**config.mk**
```make
export PLATFORM = sky130hd
export DESIGN_NAME = swde_sqrt
export DESIGN_NICKNAME = d
export VERILOG_FILES = /design/src/design/swde_pkg.sv /design/src/design/swde_sqrt.sv
export SDC_FILE = /design/constraint.sdc
export NUM_CORES = 1
export LEC_CHECK = 0
export ABC_AREA = 1
export BUFFER_PORTS_ARGS = -buffer_cell sky130_fd_sc_hd__buf_2
export CORE_MARGIN = 4
export CORE_UTILIZATION = 55
export DETAILED_ROUTE_END_ITERATION = 10
export HOLD_SLACK_MARGIN = 0.02
export PLACE_DENSITY = 0.71
export SLEW_MARGIN = 20
export SYNTH_ARGS = -nofsm -noshare
export SYNTH_HDL_FRONTEND = slang
export SYNTH_SLANG_ARGS = --single-unit
```
**constraint.sdc**
```tcl
create_clock -name clk -period 9.7 [get_ports clk]
set_input_delay 0.97 -clock clk [delete_from_list [all_inputs] [get_ports clk]]
set_output_delay 0.97 -clock clk [all_outputs]
set_load 0.01 [all_outputs]
```
**src/design/swde_pkg.sv**
```systemverilog
// Shared types and constants for the square-wave duty estimator.
// Used by every module of the block; depends on nothing.
package swde_pkg;

  localparam int SMP_W  = 12;
  localparam int FAC_W  = 9;
  localparam int DUTY_W = 17;
  localparam int HC_W   = 13;
  localparam int MEAN_W = SMP_W + 8;
  localparam int VAR_W  = 38;
  localparam int ROOT_W = VAR_W / 2;
  localparam int THR_W  = SMP_W + 16 + 1;

  localparam logic [FAC_W-1:0] FAC_RST = 9'd205;

  localparam logic OP_MUL = 1'b0;
  localparam logic OP_DIV = 1'b1;

  typedef struct packed {
    logic [SMP_W-1:0] sample;
    logic             last;
  } in_beat_t;

  typedef struct packed {
    logic [DUTY_W-1:0] duty_q16;
    logic [HC_W-1:0]   high_count;
  } out_beat_t;

  typedef struct packed {
    logic start;
    logic op;
  } itu_req_t;

endpackage

```
**src/design/swde_sqrt.sv**
```systemverilog
// Truncating integer square root, one result bit a cycle.
// Depends on swde_pkg for the operand and root widths.
module swde_sqrt (
  input  logic                        clk,
  input  logic                        rst_n,
  input  logic                        start,
  input  logic [swde_pkg::VAR_W-1:0]  v,
  output logic                        done,
  output logic [swde_pkg::ROOT_W-1:0] root
);
  import swde_pkg::*;

  logic [VAR_W-1:0] v_r, res_r, bit_r, trial;
  logic             busy_r, done_r;

  assign trial = res_r + bit_r;

  always_ff @(posedge clk) begin
    if (!rst_n) begin
      busy_r <= 1'b0;
      done_r <= 1'b0;
    end else begin
      done_r <= 1'b0;
      if (start) begin
        busy_r <= 1'b1;
      end else if (busy_r && bit_r[0]) begin
        busy_r <= 1'b0;
        done_r <= 1'b1;
      end
    end
  end

  always_ff @(posedge clk) begin
    if (start) begin
      v_r   <= v;
      res_r <= '0;
      bit_r <= VAR_W'(1) << (VAR_W - 2);
    end else if (busy_r) begin
      if (v_r >= trial) begin
        v_r   <= v_r - trial;
        res_r <= (res_r >> 1) + bit_r;
      end else begin
        res_r <= res_r >> 1;
      end
      bit_r <= bit_r >> 2;
    end
  end

  assign done = done_r;
  assign root = res_r[ROOT_W-1:0];

endmodule
```
==> flow_summary_export.csv <==
group,metric,value,unit
status,status,"completed",
synthesis,synth_area_per_cell,5.97,um2
die,num_rows,50,
synthesis,synthesis.nets,1895,
die,fp.dieW,147,um
power_and_ir_drop,ir_drop,156,uV
clocking,ctsHoldBuffers,0,
timing,slew_viol_final,0,
clocking,cts_setup_buffers,0,
timing,slew_headroom,31.9,%
place,dpl-instance-area,0.0109,mm2
synthesis,synth-seq-cells,97,
power_and_ir_drop,p_per_area,217,mW/mm2
finish,finalNetCount,1912,
detailed_routing,route.detailed.drc,0,
setup_path,crit_path_end_kind,"flip-flop",
global_route,grt_max_degree,60,
synthesis,syn-instance-count,1775,
timing,setup_viol,0,
synthesis,synth-edff-count,38,
detailed_routing,drt_pass1_iterations,5,
global_route,grtUsageTotal,31.7,%
place,hpwlAfterDp,27.8,mm
synthesis,synthFlopType,"dfxtp_1",
clocking,cts_tree,"done",
finish,fin_util,59.4,%
finish,area_growth,5.58,%
setup_path,worstPathArrival,5200,ps
setup_path,crit_required,9700,ps
synthesis,synth_most_common_cell,"nand2_1",
run,max_cap_viol_count,0,
synthesis,ys_top_cells_by_area,"nand2_1 21%, dfxtp_1 11%, edfxtp_1 11%, ha_1 9.2%, inv_1 7.4%",
global_route,grt_pass1_vias,10949,
synthesis,synthDistinctLibCells,45,
detailed_routing,vias,11553,
die,initial_utilization,56.2,%
clocking,post_cts_resized,0,
clocking,insertion_delay,370,ps
setup_path,critPathKind,"flip-flop to flip-flop",
global_route,grt-ovfl-total,0,
finish,diodes,0,
die,die_area,0.0215,mm2
place,pre_cts_slack,4590,ps
detailed_routing,final_antenna_net_count,0,
die,dieHeight,147,um
clocking,cts-root-buf,"clkbuf_16",
clocking,clkSinkCount,97,
timing,setup_tns,0,ps
timing,fin_skew,15.2,ps
synthesis,syn_area,0.0106,mm2
global_route,antenna_found_initial,0,
clocking,cts.clk_slew.worst_paths,70,ps
finish,drive_above_1_share,5.85,%
synthesis,ys.warnings.count,0,
setup_path,start_kind,"flip-flop",
synthesis,async_flop_share,0,%
min_path,hold_class,"flip-flop to flip-flop",
timing,setup_ws,4500,ps
timing,hold_viol_final,0,
timing,worst_slew_pin_slew,1020,ps
synthesis,ys_seq_area_share,21.9,%
place,place_congestion,0.981,
finish,fin_area,0.0112,mm2
detailed_routing,drtIter0Drc,1112,
clocking,h-tree-depth,3,
detailed_routing,wl,34.8,mm
synthesis,synth.largest_area_cell,"nand2_1",
detailed_routing,routedWlPerCell,16.9,um
timing,layout_min_cycle_time,5200,ps
power_and_ir_drop,power_leakage,5.17,nW
timing,rsz0062_at_grt,"no",
place,numPortBuffers,60,
die,io_pins,61,
global_route,grt_pass1_wl,55.3,mm
synthesis,synth_common_cells,"579 x nand2_1, 209 x inv_1, 172 x nor2_1, 152 x nand3_1, 135 x a21oi_1",
timing,fmax,0.192,GHz
timing,fin_crit_sh,53.7,%
clocking,clockBufferDepth,2,
setup_path,crit_fanout,55,
detailed_routing,post_drt_via_cell_ratio,5.62,
synthesis,yosys.area.top_type_share,20.5,%
die,coreArea,0.0188,mm2
clocking,cts_buffers,9,
-- flip-flops by register name (all words and copies together) (netlist names) --
name    flops
res_r      38
bit_r      19
done        1
busy_r      1
v_r        38
-- final cells by class --
class                      count  area, um2
multi-input combinational   1410       7150
clock inverter                 5       38.8
clock buffer                  10        229
timing repair buffer          64        330
inverter                     210        788
tap                          260        325
fill                        1957       7650
sequential                    97       2320
-- per-layer routing --
metal | share of wire (%) | GRT usage [%] | up-vias | wire, um
met3 | 6.2 | 4.26 | 66 | 2160
met4 | 3.1 | 10.4 | 0 | 1080
met1 | 42 | 40.6 | 5267 | 14800
li1 | - | - | 5823 | -
met2 | 48 | 55.2 | 397 | 16800
met5 | 0 | 0 | - | 0
-- worst max-delay path: stages (launching register included) --
cell and delay, ps:
dfxtp_1 370, ha_1 310, ha_1 330, nand2_1 110
nand2_1 70, nand2_1 50, a21oi_1 270, a21boi_1 220
o21ai_0 380, a21oi_1 160, xor2_1 190, ha_1 380
nand2_1 150, nor2_4 190, nand2_1 90, nor2_2 140
nand3_1 80, nand2_1 110, nor2_4 110, nand2_8 310
nand2_1 190, nand2_1 120, buf_4 440
-- cells by family after synthesis --
family / share of synthesized area [%]
adder cells (fa/ha/maj): 9.40
XOR/XNOR: 4.14
buffers and inverters: 10.6
flip-flops: 21.9
AO/OA/AOI/OAI: 13.8
AND/OR/NAND/NOR: 40.1
-- layout by cell type (no fill, tap or decap), drive strengths merged, types with 2 or more instances in the layout --
cell / n
a21boi: 4
a21o: 5
a21oi: 135
a31oi: 7
and2: 5
and3: 2
buf: 64
clkbuf: 10
clkinv: 3
dfxtp: 59
edfxtp: 38
ha: 78
inv: 211
nand2: 583
nand3: 153
nand3b: 23
nand4: 18
nor2: 181
nor3: 26
nor4: 3
o2111ai: 2
o211ai: 2
o21a: 3
o21ai: 105
o21bai: 7
o31ai: 3
or2: 11
xnor2: 24
xor2: 26
-- stage by stage --
step,hold WS (ps),power (mW),cells
final,485,2.42,2056
after global routing,510,2.63,2056
after CTS,489,2.40,2056
after detailed placement,479,2.05,2041
after global placement,472,2.03,2041
after floorplan,463,1.72,1775
-- power by group --
part           leakage, nW  total (mW)  internal [mW]  switching, mW
registers            0.866       0.626          0.539         0.0871
logic                 4.18        1.45          0.492          0.955
clock network        0.129       0.349          0.175          0.174
-- worst paths after layout --
| kind | start | to | slack (ps) | cells past startpoint |
|---|---|---|---|---|
| worst max-delay path | bit_r[0] | v_r[18] | 4500 | 22 |
| worst min-delay path | res_r[0] | res_r[0] | 490 | 2 |
| worst max register to register | bit_r[0] | v_r[18] | 4500 | 22 |
| worst min register to register | res_r[0] | res_r[0] | 490 | 2 |
Power figures use the tool's default switching activity.
