==> src/design/swde_pkg.sv <==
// Shared types and constants for the square-wave duty estimator.
// Used by every module of the block; depends on nothing.
package swde_pkg;

  localparam int SMP_W  = 12;
  localparam int FAC_W  = 9;
  localparam int DUTY_W = 17;
  localparam int HC_W   = 13;
  localparam int MEAN_W = SMP_W + 8;
  localparam int VAR_W  = 38;
  localparam int ROOT_W = VAR_W / 2;
  localparam int THR_W  = SMP_W + 16 + 1;

  localparam logic [FAC_W-1:0] FAC_RST = 9'd205;

  localparam logic OP_MUL = 1'b0;
  localparam logic OP_DIV = 1'b1;

  typedef struct packed {
    logic [SMP_W-1:0] sample;
    logic             last;
  } in_beat_t;

  typedef struct packed {
    logic [DUTY_W-1:0] duty_q16;
    logic [HC_W-1:0]   high_count;
  } out_beat_t;

  typedef struct packed {
    logic start;
    logic op;
  } itu_req_t;

endpackage

==> src/design/swde_itu.sv <==
// Shared bit-serial unit: shift-add multiply or restoring divide, one bit a cycle.
// Depends on swde_pkg for the request struct and operation codes.
module swde_itu #(
  parameter int W = 66
) (
  input  logic               clk,
  input  logic               rst_n,
  input  swde_pkg::itu_req_t req,
  input  logic [W-1:0]       opa,
  input  logic [W-1:0]       opb,
  output logic               busy,
  output logic               done,
  output logic [W-1:0]       res
);
  import swde_pkg::*;

  localparam int CW = $clog2(W + 1);

  logic [W-1:0]  a_r, b_r, acc_r;
  logic [W-1:0]  b_nxt, acc_nxt;
  logic [CW-1:0] cnt_r;
  logic          op_r, busy_r, done_r;
  logic [W:0]    rem_sh;
  logic          ge;

  assign rem_sh = {acc_r, b_r[W-1]};
  assign ge     = rem_sh >= {1'b0, a_r};

  always_comb begin
    if (op_r == OP_DIV) begin
      acc_nxt = ge ? W'(rem_sh - {1'b0, a_r}) : rem_sh[W-1:0];
      b_nxt   = {b_r[W-2:0], ge};
    end else begin
      acc_nxt = (acc_r << 1) + (b_r[W-1] ? a_r : '0);
      b_nxt   = b_r << 1;
    end
  end

  always_ff @(posedge clk) begin
    if (!rst_n) begin
      busy_r <= 1'b0;
      done_r <= 1'b0;
      cnt_r  <= '0;
    end else begin
      done_r <= 1'b0;
      if (req.start) begin
        busy_r <= 1'b1;
        cnt_r  <= CW'(W);
      end else if (busy_r) begin
        cnt_r <= cnt_r - 1'b1;
        if (cnt_r == CW'(1)) begin
          busy_r <= 1'b0;
          done_r <= 1'b1;
        end
      end
    end
  end

  always_ff @(posedge clk) begin
    if (req.start) begin
      a_r   <= opa;
      b_r   <= opb;
      acc_r <= '0;
      op_r  <= req.op;
    end else if (busy_r) begin
      b_r   <= b_nxt;
      acc_r <= acc_nxt;
    end
  end

  assign busy = busy_r;
  assign done = done_r;
  assign res  = (op_r == OP_DIV) ? b_r : acc_r;

endmodule

==> config.mk <==
export PLATFORM = sky130hd
export DESIGN_NAME = swde_itu
export DESIGN_NICKNAME = d
export VERILOG_FILES = /design/src/design/swde_pkg.sv /design/src/design/swde_itu.sv
export SDC_FILE = /design/constraint.sdc
export NUM_CORES = 1
export LEC_CHECK = 0
export BUFFER_PORTS_ARGS = -buffer_cell sky130_fd_sc_hd__buf_2
export CORE_MARGIN = 2
export CORE_UTILIZATION = 35
export DETAILED_ROUTE_END_ITERATION = 8
export PLACE_DENSITY = 0.56
export SETUP_SLACK_MARGIN = 0.4
export SLEW_MARGIN = 20
export SYNTH_ARGS = -nofsm -noshare
export SYNTH_HDL_FRONTEND = slang
export SYNTH_SLANG_ARGS = --single-unit
==> constraint.sdc <==
create_clock -name clk -period 3.69 [get_ports clk]
set_input_delay 0.738 -clock clk [delete_from_list [all_inputs] [get_ports clk]]
set_output_delay 0.738 -clock clk [all_outputs]
set_load 0.01 [all_outputs]
==> impl_metrics.toml <==
[run_status]
outcome = "finished with violations"
violations = "setup timing"

[detailed_routing]
drc = 0
drtAntennaViolNets = 0
drtPass1Iterations = 5
vias = 18300
drt_wl_total_um = 69700
viasPerCell = 5.60
wire_per_inst_um = 21.4
drt_iter0_drc = 1253

[sta]
skew_ns = 0.0273
worstMarginPinSlew_ns = 0.958
setup_viol_count_final = 1
fin_crit_ns = 3.69
fin_ws_ns = -0.00101
period_share_pct = 100
slew_headroom_pct = 36.1
hold_viol_final = 0
fmax_ghz = 0.271
drv_slew = 0
rsz0062_at_grt = "true"
whs_ns = 0.337

[pwr]
p_sw_share_pct = 34.4
vdd.ir_drop.worst_uv = 318
finalPower_uw = 9610
seq_power_share_pct = 29.7
combPwrFrac_pct = 38.4
intPower_uw = 6300
clkPwrFrac_pct = 31.9
power.leakage_uw = 0.0110
p_switching_uw = 3300
power.density_nw_per_um2 = 381

[job]
cap_violations = 0

[worst_setup_path]
cp_max_fo = 11
cp_top_family = "compound AO/OA/AOI/OAI gates"
cp_cell_sequence = "clkinv_4 -> buf_12 -> nor2_1 -> ha_1 -> buf_4 -> and4_1 -> a211o_1 -> o22a_1 -> a41o_4 -> o2111ai_4 -> a31oi_1 -> buf_4 -> a31oi_4 -> o22ai_4 -> a311o_1 -> o21ai_1"
critPathCaptureType = "register"
cpMostUsedCell = "buf_4"
start_kind = "register"
cp_slowest_cell = "edfxtp_1"
required_ns = 4.19
critical_path_arrival_ns = 4.20
slowest_delay_ns = 0.44
criticalPathCategory = "reg2reg"
critPathBufInv = 4

[final_layout]
final_net_count = 2830
final_common_cell = "buf_4"
final_cell_mix = "293 x buf_4, 202 x buf_2, 196 x nor2_1"
nFillCells = 4922
area_growth_pct = 40.3
drive_above_1_share_pct = 40.4
finalNonFillerCells = 3261
num_antenna_cells = 0

[synthesis]
synth.avg_cell_area_um2 = 8.49
synth_edf_count = 133
ys.flop_type = "edfxtp_1"
synth_cells = 2116
synthArstFlopShare_pct = 0
synth_area_um2 = 18000
syn_nets = 2387
ys_warn_count = 0
ys_ff_latch = 208
synth_cell_types = 85
synth_seq_area_share_pct = 30.6

[placement]
io_buffers = 203
place_inst = 3138
gp_congestion = 0.947
dp_hpwl_um = 50900

[clock_tree]
cts.clk_slew.worst_paths_ns = 0.07
cts_buffers = 28
cts_tree = "yes"
cts.sinks = 208
root_buffer = "clkbuf_16"
cts-root-to-sink-buffers = 3
htreeDepth = 1
cts_hold_buf = 0
clk_latency_ns = 0.58

[global_route]
grt_pass1_wl_um = 103000
grt.total_usage_pct = 24.7
gr-total-overflow = 0
grt_max_degree = 84
antenna_found_initial = 0
grt_pass1_vias = 17700

[floorplan]
die_h_um = 231
start_util_pct = 35.2
die_area_um2 = 53200
fp.dieW_um = 231
rows = 83
core-area_um2 = 51100
num_io_pins = 204

[hold_path]
worstHoldPathType = "in2reg"
## logic make-up after synthesis
group                    count (synthesis)  synth area share [%]
AO/OA/AOI/OAI                          635                  23.0
XOR/XNOR                               122                  5.94
adder cells (fa/ha/maj)                135                  9.48
buffers and inverters                  227                  5.14
flip-flops                             208                  30.6
multiplexers                           154                  9.58
AND/OR/NAND/NOR                        635                  16.3
## through the flow
stage	instance area, um^2	setup TNS, ns	utilization, %	worst slack [ns]
detailed placement	21400	-8.19	41.9	-0.706
global placement	21400	-6.65	41.9	-0.644
global route	25200	-0.478	49.4	-0.102
floorplan	18000	0	-	0.387
finish	25200	-0.00101	49.4	-0.00101
CTS	23700	0	46.3	0.0417
## final cells by class
class / count / area (um^2) / area share, %
Multi-Input combinational cell: 1681 / 13500 / 53.5
Sequential cell: 208 / 5500 / 21.8
Timing Repair Buffer: 542 / 3990 / 15.8
Tap cell: 680 / 851 / 3.37
Clock buffer: 34 / 754 / 2.99
Inverter: 98 / 374 / 1.48
Clock inverter: 18 / 267 / 1.06
## worst paths after layout
path | cells past startpoint | slack, ns | to | startpoint
setup / recovery | 16 | -0.001 | acc_r[64] | b_r[65]
hold / removal | 1 | 0.34 | a_r[4] | opa[4]
setup reg to reg | 16 | -0.001 | acc_r[64] | b_r[65]
hold reg to reg | 2 | 0.52 | acc_r[39] | acc_r[39]
## registers in the layout, indices dropped and copies added (netlist names)
signal and cells:
done 1, busy 1, b_r 66, op_r 1, acc_r 66, a_r 66, cnt_r 7
## Yosys cell counts, drive strengths merged (16+ instances only)
master,instances,area share (%)
inv,97,2.0
o21ai,128,3.6
a31oi,37,1.3
o211ai,24,1.0
a21o,79,3.3
o21a,21,0.88
nand3,27,0.75
o31ai,16,0.72
edfxtp,133,22
buf,40,1.2
nand2,187,3.9
nand2b,19,0.66
clkbuf,89,1.9
xnor2,73,3.6
nor3,39,1.1
a21oi,175,4.9
nand4,52,1.8
ha,133,9.3
o21bai,17,0.71
a211oi,25,1.1
mux2,144,9.0
xor2,49,2.4
nor2,226,4.7
dfxtp,75,8.4
## power groups by stage
stage / sequential, uW / clock (uW) / combinational, uW
floorplan: 2850 / 0 / 1900
global placement: 2880 / 0 / 2980
detailed placement: 2890 / 0 / 3000
CTS: 2850 / 3140 / 3290
global route: 2880 / 3220 / 3960
finish: 2850 / 3060 / 3690
## metal layers
layer / global-route usage (%) / share of wire, % / up-vias / wire length [um]
li1: - / - / 8665 / -
met1: 31.6 / 43 / 8893 / 29800
met2: 44.2 / 49 / 582 / 34400
met3: 2.87 / 4.9 / 113 / 3410
met4: 5.89 / 2.9 / 0 / 2040
met5: 0 / 0 / - / 0
## what timing repair did
action	in CTS	in global routing
setup buffers	29	35
gates resized for setup	197	269
pin swaps	51	84
gates cloned	4	3
setup endpoints to repair	67	67
(Power assumes the default switching activity.)
